### config.mk
export PLATFORM = sky130hd
export DESIGN_NAME = divider_and_programmable_timer
export DESIGN_NICKNAME = d
export VERILOG_FILES = /design/src/dapt_pkg.sv /design/src/dapt_apb_regs.sv /design/src/dapt_step.sv /design/src/divider_and_programmable_timer.sv
export SDC_FILE = /design/constraint.sdc
export NUM_CORES = 1
export LEC_CHECK = 0
export CAP_MARGIN = 10
export CORE_MARGIN = 2
export CORE_UTILIZATION = 50
export CTS_BUF_LIST = sky130_fd_sc_hd__clkbuf_4 sky130_fd_sc_hd__clkbuf_8 sky130_fd_sc_hd__clkbuf_16
export DETAILED_ROUTE_END_ITERATION = 7
export DONT_BUFFER_PORTS = 1
export PLACE_DENSITY_LB_ADDON = 0.25
export RECOVER_POWER = 50
export SLEW_MARGIN = 20
export SYNTH_ARGS = -nofsm -noshare
export SYNTH_HDL_FRONTEND = slang
export SYNTH_SLANG_ARGS = --single-unit
### constraint.sdc
create_clock -name i_clk -period 5.3 [get_ports i_clk]
set_clock_uncertainty 0.05 [all_clocks]
set_input_delay 0.265 -clock i_clk [delete_from_list [all_inputs] [get_ports i_clk]]
set_output_delay 0.265 -clock i_clk [all_outputs]
set_load 0.1 [all_outputs]
### src/dapt_pkg.sv
// Package for the divider and programmable timer.
// Holds register indexes, clock select codes, field widths and shared structs.
// No dependencies.
`default_nettype none

package dapt_pkg;

    localparam int unsigned ELAPSED_W = 3;
    localparam int unsigned CNT_W     = 8;
    localparam int unsigned FINE_W    = 4;
    localparam int unsigned APB_AW    = 4;
    localparam int unsigned APB_DW    = 32;
    localparam int unsigned S_TDATA_W = 8;
    localparam int unsigned M_TDATA_W = 24;

    // Register indexes (byte address is 4 * index)
    localparam logic [1:0] REG_RELOAD = 2'd0;
    localparam logic [1:0] REG_ENABLE = 2'd1;
    localparam logic [1:0] REG_CSEL   = 2'd2;

    // Clock select codes
    localparam logic [1:0] CSEL_256 = 2'd0;
    localparam logic [1:0] CSEL_4   = 2'd1;
    localparam logic [1:0] CSEL_16  = 2'd2;
    localparam logic [1:0] CSEL_64  = 2'd3;

    typedef struct packed {
        logic [CNT_W-1:0] reload;
        logic             enable;
        logic [1:0]       csel;
    } t_cfg;

    typedef struct packed {
        logic [CNT_W-1:0]  cycle;
        logic [CNT_W-1:0]  divider;
        logic [CNT_W-1:0]  timer;
        logic [FINE_W-1:0] fine;
    } t_state;

endpackage

`default_nettype wire

### src/dapt_apb_regs.sv
// APB register file for the divider and programmable timer.
// Holds reload value, timer enable and clock select. Depends on dapt_pkg.
`default_nettype none

module dapt_apb_regs (
    input  wire logic                      i_clk,
    input  wire logic                      i_rst_n,
    input  wire logic                      i_psel,
    input  wire logic                      i_penable,
    input  wire logic                      i_pwrite,
    input  wire logic [dapt_pkg::APB_AW-1:0] i_paddr,
    input  wire logic [dapt_pkg::APB_DW-1:0] i_pwdata,
    output logic      [dapt_pkg::APB_DW-1:0] o_prdata,
    output dapt_pkg::t_cfg                 o_cfg
);
    import dapt_pkg::*;

    t_cfg       r_cfg;
    logic       wr_en;
    logic [1:0] reg_idx;

    assign wr_en   = i_psel & i_penable & i_pwrite;
    assign reg_idx = i_paddr[APB_AW-1:2];

    always_ff @(posedge i_clk) begin
        if (!i_rst_n) begin
            r_cfg <= '0;
        end else if (wr_en) begin
            unique case (reg_idx)
                REG_RELOAD: r_cfg.reload <= i_pwdata[CNT_W-1:0];
                REG_ENABLE: r_cfg.enable <= i_pwdata[0];
                REG_CSEL:   r_cfg.csel   <= i_pwdata[1:0];
                default: ;  // drop writes to unmapped addresses
            endcase
        end
    end

    always_comb begin
        unique case (reg_idx)
            REG_RELOAD: o_prdata = APB_DW'(r_cfg.reload);
            REG_ENABLE: o_prdata = APB_DW'(r_cfg.enable);
            REG_CSEL:   o_prdata = APB_DW'(r_cfg.csel);
            default:    o_prdata = '0;
        endcase
    end

    assign o_cfg = r_cfg;

endmodule

`default_nettype wire

### src/dapt_step.sv
// Next-state logic for one cycle report: cycle count, divider, timer and accumulator.
// Purely combinational. Depends on dapt_pkg.
`default_nettype none

module dapt_step (
    input  wire dapt_pkg::t_state               i_state,
    input  wire dapt_pkg::t_cfg                 i_cfg,
    input  wire logic [dapt_pkg::ELAPSED_W-1:0] i_elapsed,
    output dapt_pkg::t_state                    o_state,
    output logic                                o_irq
);
    import dapt_pkg::*;

    logic [CNT_W:0]    sum_full;
    logic [6:0]        sum_64;
    logic [4:0]        sum_16;
    logic [FINE_W-1:0] fine_sum;
    logic              cross_256;
    logic              cross_64;
    logic              cross_16;

    assign sum_full  = {1'b0, i_state.cycle} + (CNT_W+1)'(i_elapsed);
    assign sum_64    = {1'b0, i_state.cycle[5:0]} + 7'(i_elapsed);
    assign sum_16    = {1'b0, i_state.cycle[3:0]} + 5'(i_elapsed);
    assign cross_256 = sum_full[CNT_W];
    assign cross_64  = sum_64[6];
    assign cross_16  = sum_16[4];
    assign fine_sum  = i_state.fine + FINE_W'(i_elapsed);

    always_comb begin
        logic [1:0]       incs;
        logic [CNT_W-1:0] tmr;
        logic             irq;

        incs              = 2'd0;
        tmr               = i_state.timer;
        irq               = 1'b0;
        o_state.cycle     = sum_full[CNT_W-1:0];
        o_state.divider   = i_state.divider + CNT_W'(cross_64);
        o_state.fine      = i_state.fine;

        if (i_cfg.enable) begin
            o_state.fine = fine_sum;
            case (i_cfg.csel)
                CSEL_256: incs = 2'(cross_256);
                CSEL_4: begin
                    // drain whole groups of four, keep the remainder
                    incs         = fine_sum[3:2];
                    o_state.fine = {2'b00, fine_sum[1:0]};
                end
                CSEL_16:  incs = 2'(cross_16);
                default:  incs = 2'(cross_64);
            endcase
            // apply increments one at a time; each wrap reloads
            for (int k = 0; k < 3; k++) begin
                if (incs > 2'(k)) begin
                    if (tmr == {CNT_W{1'b1}}) begin
                        tmr = i_cfg.reload;
                        irq = 1'b1;
                    end else begin
                        tmr = tmr + CNT_W'(1);
                    end
                end
            end
        end

        o_state.timer = tmr;
        o_irq         = irq;
    end

endmodule

`default_nettype wire

### src/divider_and_programmable_timer.sv
// Divider and programmable timer, top level.
// A result is loaded into the output register by the same edge that accepts its transaction.
// Throughput: one transaction per cycle; the single output register refills in the
// same cycle it drains, so input stalls only while the output is held back.
// Reset (i_rst_n, synchronous, active low) clears counters, config registers and valid; result payload is not reset.
// Depends on dapt_pkg, dapt_apb_regs and dapt_step.
`default_nettype none

module divider_and_programmable_timer (
    input  wire logic                          i_clk,
    input  wire logic                          i_rst_n,
    // cycle reports
    input  wire logic                          s_axis_tvalid,
    output logic                               s_axis_tready,
    input  wire logic [dapt_pkg::S_TDATA_W-1:0] s_axis_tdata,  // [2:0] elapsed_cycles
    // results
    output logic                               m_axis_tvalid,
    input  wire logic                          m_axis_tready,
    output logic      [dapt_pkg::M_TDATA_W-1:0] m_axis_tdata,  // [7:0] div_out,
                                                              // [15:8] count_out,
                                                              // [16] irq_out
    // configuration
    input  wire logic                          psel,
    input  wire logic                          penable,
    input  wire logic                          pwrite,
    input  wire logic [dapt_pkg::APB_AW-1:0]   paddr,
    input  wire logic [dapt_pkg::APB_DW-1:0]   pwdata,
    output logic      [dapt_pkg::APB_DW-1:0]   prdata,
    output logic                               pready
);
    import dapt_pkg::*;

    t_cfg              cfg;
    t_state            r_state;
    t_state            n_state;
    logic              n_irq;
    logic              in_xfer;

    logic              r_out_valid;
    logic [CNT_W-1:0]  r_out_div;
    logic [CNT_W-1:0]  r_out_count;
    logic              r_out_irq;

    assign pready = 1'b1;

    dapt_apb_regs u_regs (
        .i_clk     (i_clk),
        .i_rst_n   (i_rst_n),
        .i_psel    (psel),
        .i_penable (penable),
        .i_pwrite  (pwrite),
        .i_paddr   (paddr),
        .i_pwdata  (pwdata),
        .o_prdata  (prdata),
        .o_cfg     (cfg)
    );

    // All arithmetic for a report settles between the state registers and
    // the output register.
    dapt_step u_step (
        .i_state   (r_state),
        .i_cfg     (cfg),
        .i_elapsed (s_axis_tdata[ELAPSED_W-1:0]),
        .o_state   (n_state),
        .o_irq     (n_irq)
    );

    // Accept whenever the output register is empty or drains this cycle.
    assign s_axis_tready = !r_out_valid || m_axis_tready;
    assign in_xfer       = s_axis_tvalid && s_axis_tready;

    // Advance state only on an accepted transaction.
    always_ff @(posedge i_clk) begin
        if (!i_rst_n) begin
            r_state <= '0;
        end else if (in_xfer) begin
            r_state <= n_state;
        end
    end

    always_ff @(posedge i_clk) begin
        if (!i_rst_n) begin
            r_out_valid <= 1'b0;
        end else if (in_xfer) begin
            r_out_valid <= 1'b1;
        end else if (m_axis_tready) begin
            r_out_valid <= 1'b0;
        end
    end

    // Result payload: load alongside the state, hold while stalled.
    always_ff @(posedge i_clk) begin
        if (in_xfer) begin
            r_out_div   <= n_state.divider;
            r_out_count <= n_state.timer;
            r_out_irq   <= n_irq;
        end
    end

    assign m_axis_tvalid = r_out_valid;
    assign m_axis_tdata  = {7'b0, r_out_irq, r_out_count, r_out_div};

    // An interrupt only comes from an enabled timer.
    a_irq_needs_enable : assert property (@(posedge i_clk) disable iff (!i_rst_n)
        (in_xfer && n_irq) |-> cfg.enable)
        else $error("timer interrupt raised while timer disabled");

    // A disabled timer holds its count and accumulator.
    a_hold_when_off : assert property (@(posedge i_clk) disable iff (!i_rst_n)
        (in_xfer && !cfg.enable) |=>
        (r_state.timer == $past(r_state.timer)) && (r_state.fine == $past(r_state.fine)))
        else $error("timer state moved while disabled");

    // Under the per-4 select the accumulator keeps only the remainder.
    a_fine_drained : assert property (@(posedge i_clk) disable iff (!i_rst_n)
        (in_xfer && cfg.enable && (cfg.csel == CSEL_4)) |=> (r_state.fine[3:2] == 2'b00))
        else $error("accumulator not drained under per-4 select");

    // Result reported equals the state just committed.
    a_out_tracks_state : assert property (@(posedge i_clk) disable iff (!i_rst_n)
        in_xfer |=> (r_out_div == r_state.divider) && (r_out_count == r_state.timer))
        else $error("output register out of step with state");

endmodule

`default_nettype wire
# == Word level (Yosys, flattened, before mapping) ==
# Index checks and enable logic that the tools add are counted.
# classes
addsub,8
reduce_logical,10
bitwise_logic,2
magnitude_cmp,3
n_eq_ne,7
muxes,21
# op_table
op,n
$mux 8,9
$add 8x1->8 const B,3
$eq 8x8->1 const B,3
$pmux 8 s3,1
$add 8x3->9,1
$add 8x1->8,1
$mux 1,8
$reduce_and 2->1,4
$add 6x3->7,1
$pmux 2 s3,1
$add 4x3->5,1
$add 4x3->4,1
$eq 2x1->1 const B,2
$eq 2x2->1 const B,2
$gt 2x1->1 const B,2
$logic_not 2->1,2
$mux 4,1
$and 1x1->1,2
$gt 2x2->1 const B,1
$mux 2,1
$reduce_bool 2->1,1
$logic_and 1x1->1,1
$logic_not 1->1,1
$logic_or 1x1->1,1
# totals
output_inout_bits,59
regBits,57

# == Longest topological paths before layout ==
# Gate-level depths: netlist of the first run.
# logic_depth
ltp_word,14
ltp_mapped,21

# == Modules after synthesis ==
# Synthesis of the first run repeated with hierarchy kept, for this count alone.
# unflattened
hier_cells,486
hier_area_um2,4329.2
# by_module_without_submodules
mod,cells_per_inst,seq_area_each_um2,n_inst,area_each_um2
dapt_step,247,0.0,1,1858.0
divider_and_programmable_timer,154,1091.0,1,1745.4
dapt_apb_regs,85,220.2,1,725.7

# == Least setup slack after synthesis of the first run ==
# OpenSTA, ideal clock, no wires.
# synth_path
path_type,reg2reg
startpoint,register r_state[20] (netlist bit)
endpoint,register r_out_count[3] (data pin)
path_stages_with_launch,21
arrival_time_ns,4.505
slack_ns,0.485
path_buffers,0
setup_ns,0.260
period_less_slack_ns,4.815
cell_sequence,dfxtp_1 ha_1 fa_1 a21o_1 nor4b_4 o21ai_2 nand2_1 mux2i_1 a21oi_1 ha_1 o221a_2 and4bb_4 nand3_1 a31oi_4 ha_1 inv_1 nand4bb_4 nor3_4 nor3b_1 a311o_1 mux2_4
# synth_lines
item,line_no,text
from (decl),divider_and_programmable_timer.sv:34,t_state r_state;
from (signal assigned),divider_and_programmable_timer.sv:77,r_state <= n_state;
to (signal assigned),divider_and_programmable_timer.sv:95,r_out_count <= n_state.timer;
to (decl),divider_and_programmable_timer.sv:41,logic [CNT_W-1:0] r_out_count;

==> qor.yml, run 1 <==
status: "complete, but fails checks"
violations: "max-capacitance violations, max-slew violations"
die_w_um: 93.8
gp_congestion: 0.961
hp-start: "pwdata[7]"
clockPowerShare_pct: 43.8
rows: 32
p_switching_mw: 0.386
rsz0062_at_grt: "no"
slowest_delay_ns: 0.41
drt_iter0_drc: 127
crit_chain: "ha_1, fa_1, a21o_1, nor4b_4, o21a_2, nor2_4, nand2_1, o21ai_0, ha_1, o221a_2, and4bb_4, a21boi_0, o22a_2, ha_1, inv_1, nand4bb_4, nor3_4, buf_4, buf_4, a311o_1, mux2_4"
die_area_um2: 8800
holdPathEnd: "u_regs.o_cfg[10]"
grt.total_usage_pct: 20.8
finalNonFillerCells: 563
pwr-share-comb_pct: 12.4
clk_path_buf_depth: 2
synth_edf_count: 17
grt_pass1_wl_um: 14400
drive_above_1_share_pct: 16.1
antenna_found_initial: 0
clk_latency_ns: 0.35
vias: 3197
syn_area_per_cell_um2: 8.98
setup_viol: 0
period_share_pct: 92.6
hold_path.class: "in2reg"
p_leak_nw: 1.69
ys.flop_type: "dfxtp_1"
synth_cells: 449
r2r_end: "r_out_count[3]"
p_per_area_nw_per_um2: 273
synth_cell_type_count: 84
critPathSlowestCell: "fa_1"
via_per_inst: 5.68
fin_nets: 520
hold_buffers: 2
syn_area_um2: 4030
cts_sinks: 57
cts_root_buffer: "clkbuf_8"
drt_pre_antenna_iters: 4
ir_drop_mv: 0.153
grt-ovfl-total: 0
grt_max_degree: 31
port_buffers: 0
slew-limit-headroom_pct: -93.6
pin_count: 110
clk_pin_slew_ns: 0.08
crit_family: "compound AO/OA/AOI/OAI gates"
wl_per_cell_um: 15.4
ant_nets: 0
start_util_pct: 51.9
cp.required_ns: 5.34
finalHoldViolCount: 0
worstPathMaxFanout: 8
grt_pass1_vias: 2889
reg2reg_from: "r_state[20]"
end_kind: "flip-flop"
postSynth.asyncResetShare_pct: 0
swShare_pct: 32.7
cts_setup_buffers: 0
slew_violations: 2
worstSetupStartpointType: "flip-flop"
p_int_mw: 0.794
numCtsBuffers: 9
critPathKind: "reg2reg"
fin_hold_ws_ns: 0.0105
max_freq_mhz: 204
min_period_ns: 4.91
dp_hpwl_um: 6530
diodes: 0
cp.arrival_ns: 4.94
ctsResizeCount: 0
yosys_register_bits: 57
ff2ff_path_depth: 21
cts_tree: "yes"
detail_route.wirelength_um: 8690
dp_cells: 545
yosysSeqAreaShare_pct: 32.5
finalSetupTns_ns: 0
worst-r2r-setup-slack_ns: 0.39
drc: 0
crit_path_frequent_cell: "ha_1"
worst-path-buf-inv: 3
hold_depth: 2
area_delta_synth_final_pct: 7.04
cts_htree_levels: 3
p_total_mw: 1.18
ys.warnings.count: 0
die_y_um: 93.8
drv_cap: 2
core_area_um2: 7770
worst_pin_slew_ns: 2.87
pwr-share-seq_pct: 43.8
-- registers in the layout (all words and copies together), names as in the netlist --
signal and cells:
r_state 28, r_out_div 8, r_out_irq 1, r_out_count 8, u_regs.o_cfg 11, m_axis_tvalid 1
-- Yosys cell counts, types with 6 or more instances --
cell      count  share of area (%)
and2_1        6               0.93
a21oi_1      32                4.0
buf_4        33                6.1
nor2_1       49                4.6
inv_1        14                1.3
xnor2_1       6                1.3
nand3_1      18                2.2
nor3_1        6               0.74
edfxtp_1     17                 13
clkbuf_1     12                1.1
mux2i_1      17                4.2
xor2_1       15                3.3
nand2_1      41                3.8
dfxtp_1      40                 20
ha_1         11                3.4
o21ai_0      12                1.5
-- cells by family (layout without fill, tap and decap cells) --
kind of cell             after synthesis  in the layout  share of synthesized area [%]
AND/OR/NAND/NOR                      164            164                           22.2
AO/OA/AOI/OAI                        101            101                           19.0
buffers and inverters                 65             47                           9.40
flip-flops                            57             57                           32.5
multiplexers                          26             26                           7.66
XOR/XNOR                              21             21                           4.56
adder cells (fa/ha/maj)               13             13                           4.41
other                                  2             32                          0.186
-- layer usage --
layer | wire length (um) | track usage [%]
met1 | 4070 | 29.8
met2 | 3720 | 29.6
met3 | 744 | 5.46
met4 | 154 | 8.33
met5 | 0 | 0
-- worst max path at each step --
stage / start / to / cells past startpoint
6_report: r_state[20] / r_out_count[3] / 21
5_1_grt: r_state[0] / r_out_count[3] / 22
2_1_floorplan: r_state[20] / r_out_count[3] / 20
4_1_cts: r_state[20] / r_out_count[3] / 21
3_3_place_gp: r_state[20] / r_out_count[3] / 21
3_5_place_dp: r_state[20] / r_out_count[3] / 21
-- power by group through the flow --
stage	Sequential (mW)	Combinational, mW	Clock (mW)
floorplan	0.521	0.161	0
global placement	0.526	0.144	0
detailed placement	0.526	0.146	0
CTS	0.517	0.147	0.523
global route	0.518	0.154	0.543
finish	0.516	0.147	0.517
-- stage by stage --
step	util [%]	setup slack (ns)	instance area, um^2
floorplan	-	0.485	4150
global placement	52.3	0.516	4060
detailed placement	52.3	0.437	4060
CTS	55.8	0.414	4330
global route	55.6	0.184	4320
finish	55.6	0.395	4320
-- layout make-up --
type	count	area [um^2]
clock inverter	7	125
inverter	15	56.3
timing repair buffer	16	118
tap	102	128
fill	715	3450
multi-input combinational	357	2450
sequential	57	1310
clock buffer	9	124
-- cells in the final DEF (no fill, tap or decap), types with 3 or more instances in the layout --
master	n
nor2_1	49
nand2_1	41
dfxtp_1	40
a21oi_1	32
conb_1	32
nand3_1	18
mux2i_1	17
edfxtp_1	17
xor2_1	15
inv_1	13
o21ai_0	12
buf_4	12
ha_1	11
clkbuf_8	9
nor3_1	6
xnor2_1	6
and2_0	6
a21o_1	5
nand4_1	5
nand2b_1	4
nor2b_1	4
mux2_4	4
nor3b_1	4
a211oi_1	4
o22ai_1	4
nor4_1	4
a21boi_0	3
o21ai_1	3
and4_1	3
nor3_4	3
and3_1	3
bufinv_16	3
(Power assumes the default switching activity.)
==> run 2, diff against run 1 <==
- CORE_ASPECT_RATIO: unset -> 0.8
==> run 2 against run 1 <==
  * The run still ends with max-capacitance violations, max-slew violations left
  * Final cell count rose by 0.36%
  * Design area fell by 0.70%
  * Power fell by 2.1%
  * Sequential power about the same
  * Non-clock buffer count shrank 4
  * Sequential cell count did not move
  * Worst hold slack better by 0.0059 ns
  * Register-to-register slack improved by 0.04 ns
  * Routed wire length is 2.2% higher
  * First-iteration DRC count increased by 130%
  * Combinational power hardly changed
  * Critical path type unchanged
  * Critical endpoint unchanged
  * Largest power group is now sequential cells
==> qor.yml, run 2 (synthesized netlist as in run 1, its figures left out) <==
clk_path_buf_depth: 2
detail_route.wirelength_um: 8890
drt_iter0_drc: 291
die_y_um: 84.3
area_delta_synth_final_pct: 6.30
cts_tree: "yes"
p_per_area_nw_per_um2: 269
end_kind: "flip-flop"
vias: 3179
hp-start: "s_axis_tvalid"
ff2ff_path_depth: 19
grt.total_usage_pct: 20.4
grt_max_degree: 34
clk_pin_slew_ns: 0.07
max_freq_mhz: 206
numCtsBuffers: 9
largest-register: "r_state"
cts_setup_buffers: 0
period_share_pct: 91.8
layout_commonest_cell: "nor2_1"
worst_pin_slew_ns: 2.88
violations: "max-capacitance violations, max-slew violations"
worstPathMaxFanout: 8
slew_violations: 2
drc: 0
largest_register_ff_count: 28
drv_cap: 2
start_util_pct: 51.2
cts_htree_levels: 3
clk_latency_ns: 0.32
slew-limit-headroom_pct: -94.0
fin_nets: 516
cts_sinks: 57
worstSetupStartpointType: "flip-flop"
worst-r2r-setup-slack_ns: 0.44
die_w_um: 104
cts_root_buffer: "clkbuf_8"
drt_pre_antenna_iters: 5
grt-ovfl-total: 0
gp_congestion: 0.919
antenna_found_initial: 0
hold_depth: 2
die_area_um2: 8800
cp.arrival_ns: 4.89
core_area_um2: 7870
min_period_ns: 4.86
critical_path.startpoint: "r_state[20]"
rows: 29
finalHoldViolCount: 0
fin_area_um2: 4290
layout_common_cells: "nor2_1, nand2_1, dfxtp_1"
fin_hold_ws_ns: 0.0165
reg2reg_from: "r_state[20]"
grt_pass1_wl_um: 14400
critPathKind: "reg2reg"
ant_nets: 0
wl_per_cell_um: 15.7
drive_above_1_share_pct: 16.0
dp_hpwl_um: 6710
r2r_end: "r_out_count[3]"
ctsResizeCount: 0
cp.required_ns: 5.32
pin_count: 110
holdPathEnd: "m_axis_tvalid"
placed_area_um2: 4050
rsz0062_at_grt: "no"
p_leak_nw: 1.68
finalSetupTns_ns: 0
hold_path.class: "in2reg"
via_per_inst: 5.63
hold_buffers: 0
status: "complete, but fails checks"
port_buffers: 0
grt_pass1_vias: 2862
ir_drop_mv: 0.213
diodes: 0
setup_viol: 0
[run 2: changes by cell type in the layout (fill, tap and decap cells not counted), sizes merged]
| cell | change |
|---|---|
| dlygate4sd3 | -2 |
| buf | -1 |
| inv | -1 |
[run 2: per-stage QoR]
step                      utilization (%)  std cells  setup slack [ns]  total power [mW]
after global routing                 54.4        565             0.129              1.19
after floorplan                         -        479             0.485             0.682
after global placement               51.5        549             0.558             0.671
after detailed placement             51.5        549             0.484             0.673
final                                54.4        565             0.436              1.15
after CTS                            54.6        565             0.464              1.16
[run 2: worst max-delay path by stage]
| stage | cells after the start | slack (ns) | to |
|---|---|---|---|
| CTS | 19 | 0.46 | r_out_count[3] |
| global placement | 20 | 0.56 | r_out_count[3] |
| detailed placement | 19 | 0.48 | r_out_count[3] |
| floorplan | 20 | 0.49 | r_out_count[3] |
| global route | 21 | 0.13 | r_out_count[1] |
| finish | 19 | 0.44 | r_out_count[3] |
[run 2: layer usage]
layer | wire (um) | share of wire [%] | global-route usage (%)
met5 | 0 | 0 | 0
met4 | 45 | 0.51 | 3.93
met3 | 875 | 9.8 | 5.75
met2 | 3710 | 42 | 29.8
met1 | 4260 | 48 | 30.1
[run 2: layout make-up]
| cell class | count | area (um^2) |
|---|---|---|
| flip-flops and latches | 57 | 1310 |
| multi-input cells | 357 | 2450 |
| fillers | 729 | 3590 |
| well taps | 108 | 135 |
| inverters | 15 | 56.3 |
| clock buffers | 10 | 138 |
| clock inverters | 6 | 105 |
| repair buffers | 12 | 86.3 |
[run 2: where the power goes]
group          total, mW  switching, mW  internal (mW)
logic              0.146          0.130         0.0164
clock network      0.491          0.168          0.323
registers          0.517         0.0573          0.460
total               1.15          0.356          0.799
[run 2: worst max-delay path, stage by stage, from the launching register on]
cell	delay [ns]
dfxtp_1	0.32
ha_1	0.21
fa_1	0.42
a21o_1	0.22
o2bb2ai_1	0.16
o21a_2	0.28
nor2_4	0.24
nand2_1	0.08
o21ai_0	0.13
ha_1	0.25
buf_4	0.14
and4_2	0.19
o21ai_1	0.14
nor3_4	0.25
mux2_4	0.36
nand4bb_4	0.26
nor3_4	0.25
nor3b_1	0.08
a311o_1	0.34
mux2_4	0.26
==> run 3, diff against run 2 <==
--- a/constraint.sdc
+++ b/constraint.sdc
@@ -4,2 +4,2 @@
 set_output_delay 0.265 -clock i_clk [all_outputs]
-set_load 0.1 [all_outputs]
+set_load 0.05 [all_outputs]
==> run 3 against run 2 <==
  * The run now ends clean
  * Sequential power down 4.8%
  * Sequential cell count unchanged
  * First-iteration DRC count down 2.1%
  * Final cell count up 0.18%
  * Routed wire length up 3.5%
  * Non-clock buffer count up 1
  * Highest routed layer unchanged
==> qor.yml, run 3 (synthesized netlist as in run 1, its figures left out) <==
pin_count: 110
ant_nets: 0
cts_root_buffer: "clkbuf_8"
critPathKind: "reg2reg"
cp.arrival_ns: 4.86
status: "complete, no violations"
start_util_pct: 51.2
hp-start: "i_rst_n"
port_buffers: 0
hold_depth: 2
rows: 29
layout_common_cells: "nor2_1, nand2_1, dfxtp_1"
slew_violations: 0
drt_pre_antenna_iters: 6
worstSetupStartpointType: "flip-flop"
largest_register_ff_count: 28
layout_commonest_cell: "nor2_1"
multiInputGateArea_um2: 2450
cts_tree: "yes"
p_switching_mw: 0.288
finalHoldViolCount: 0
die_y_um: 84.3
setup_viol: 0
min_period_ns: 4.83
drc: 0
finalSetupTns_ns: 0
core_area_um2: 7870
die_w_um: 104
cp.required_ns: 5.33
period_share_pct: 91.2
max_freq_mhz: 207
grt_pass1_wl_um: 15200
r2r_end: "r_out_count[3]"
wl_per_cell_um: 16.2
swShare_pct: 26.7
pwr-share-comb_pct: 8.9
worst-r2r-setup-slack_ns: 0.47
fin_nets: 517
largest-register: "r_state"
drive_above_1_share_pct: 15.9
worst_pin_slew_ns: 0.946
drt_iter0_drc: 285
p_per_area_nw_per_um2: 250
slew-limit-headroom_pct: 36.5
grt_pass1_vias: 3024
dp_hpwl_um: 6830
reg2reg_from: "r_state[20]"
area_delta_synth_final_pct: 6.55
die_area_um2: 8800
ff2ff_path_depth: 19
hold_path.class: "in2reg"
vias: 3244
rsz0062_at_grt: "no"
clk_path_buf_depth: 2
grt-ovfl-total: 0
fin_util_pct: 54.6
fin_hold_ws_ns: 0.0174
clk_pin_slew_ns: 0.07
ir_drop_mv: 0.149
p_total_mw: 1.08
grt_max_degree: 38
p_int_mw: 0.789
holdPathEnd: "r_state[11]"
grt.total_usage_pct: 21.7
gp_congestion: 0.898
p_leak_nw: 1.67
cts_htree_levels: 3
antenna_found_initial: 0
fill_cells: 720
numCtsBuffers: 9
regArea_um2: 1310
clockPowerShare_pct: 45.4
via_per_inst: 5.73
worstPathMaxFanout: 8
ctsResizeCount: 0
detail_route.wirelength_um: 9200
clk_latency_ns: 0.33
cts_sinks: 57
drv_cap: 0
end_kind: "flip-flop"
diodes: 0
pwr-share-seq_pct: 45.7
-- run 3: changes by cell type in the layout (fill, tap and decap cells not counted) --
cell,previous run,this run
dlygate4sd3_1,0,1
clkinvlp_4,0,2
o21ai_1,3,4
o21ai_0,12,11
clkbuf_8,10,9
clkinv_4,0,1
clkinv_2,3,1
-- run 3: layer usage --
layer | vias up | track usage (%) | part of all wire [%]
met2 | 155 | 32.0 | 43
met3 | 7 | 6.68 | 9.0
met5 | - | 0 | 0
met1 | 1535 | 30.7 | 47
li1 | 1547 | - | -
met4 | 0 | 5.90 | 0.63
-- run 3: power by group through the flow --
stage / Clock (mW) / Combinational, mW / Sequential, mW
floorplan: 0 / 0.108 / 0.497
global placement: 0 / 0.0930 / 0.501
detailed placement: 0 / 0.0947 / 0.502
CTS: 0.498 / 0.0956 / 0.492
global route: 0.520 / 0.102 / 0.493
finish: 0.488 / 0.0959 / 0.492
-- run 3: what timing repair did --
action,in CTS,in global routing
hold buffers,1,0
endpoints found under the hold margin,1,0
setup buffers,0,0
-- run 3: stage by stage --
stage                     setup WS [ns]  cells  instance area (um^2)
after floorplan                   0.485    479                  4150
after global placement            0.568    549                  4050
after detailed placement          0.507    549                  4050
after CTS                         0.488    566                  4300
after global routing              0.195    566                  4300
final                             0.468    566                  4300
-- run 3: worst max-delay path by stage --
stage,start,end,slack (ns)
floorplan,r_state[20],r_out_count[3],0.49
global placement,r_state[20],r_out_count[3],0.57
detailed placement,r_state[20],r_out_count[3],0.51
CTS,r_state[20],r_out_count[3],0.49
global route,r_state[20],r_out_count[0],0.20
finish,r_state[20],r_out_count[3],0.47
-- run 3: area by class of cell --
cell class | count | area share (%)
inverters | 15 | 1.31
multi-input cells | 357 | 57.1
flip-flops and latches | 57 | 30.5
repair buffers | 13 | 2.24
clock inverters | 7 | 2.77
well taps | 108 | 3.15
clock buffers | 9 | 2.88
-- run 3: worst max-delay path, cell delays in order, from the launching register on --
cell and delay [ns]:
dfxtp_1 0.32, ha_1 0.21, fa_1 0.41, a21o_1 0.22, nor4b_4 0.15, o21a_2 0.29, nor2_4 0.24, nand2_1 0.08
o21ai_0 0.12, ha_1 0.24, buf_4 0.15, and4_2 0.19, o21ai_1 0.14, nor3_4 0.24, mux2_4 0.36, nand4bb_4 0.25
nor3_4 0.24, nor3b_1 0.08, a311o_1 0.34, mux2_4 0.27
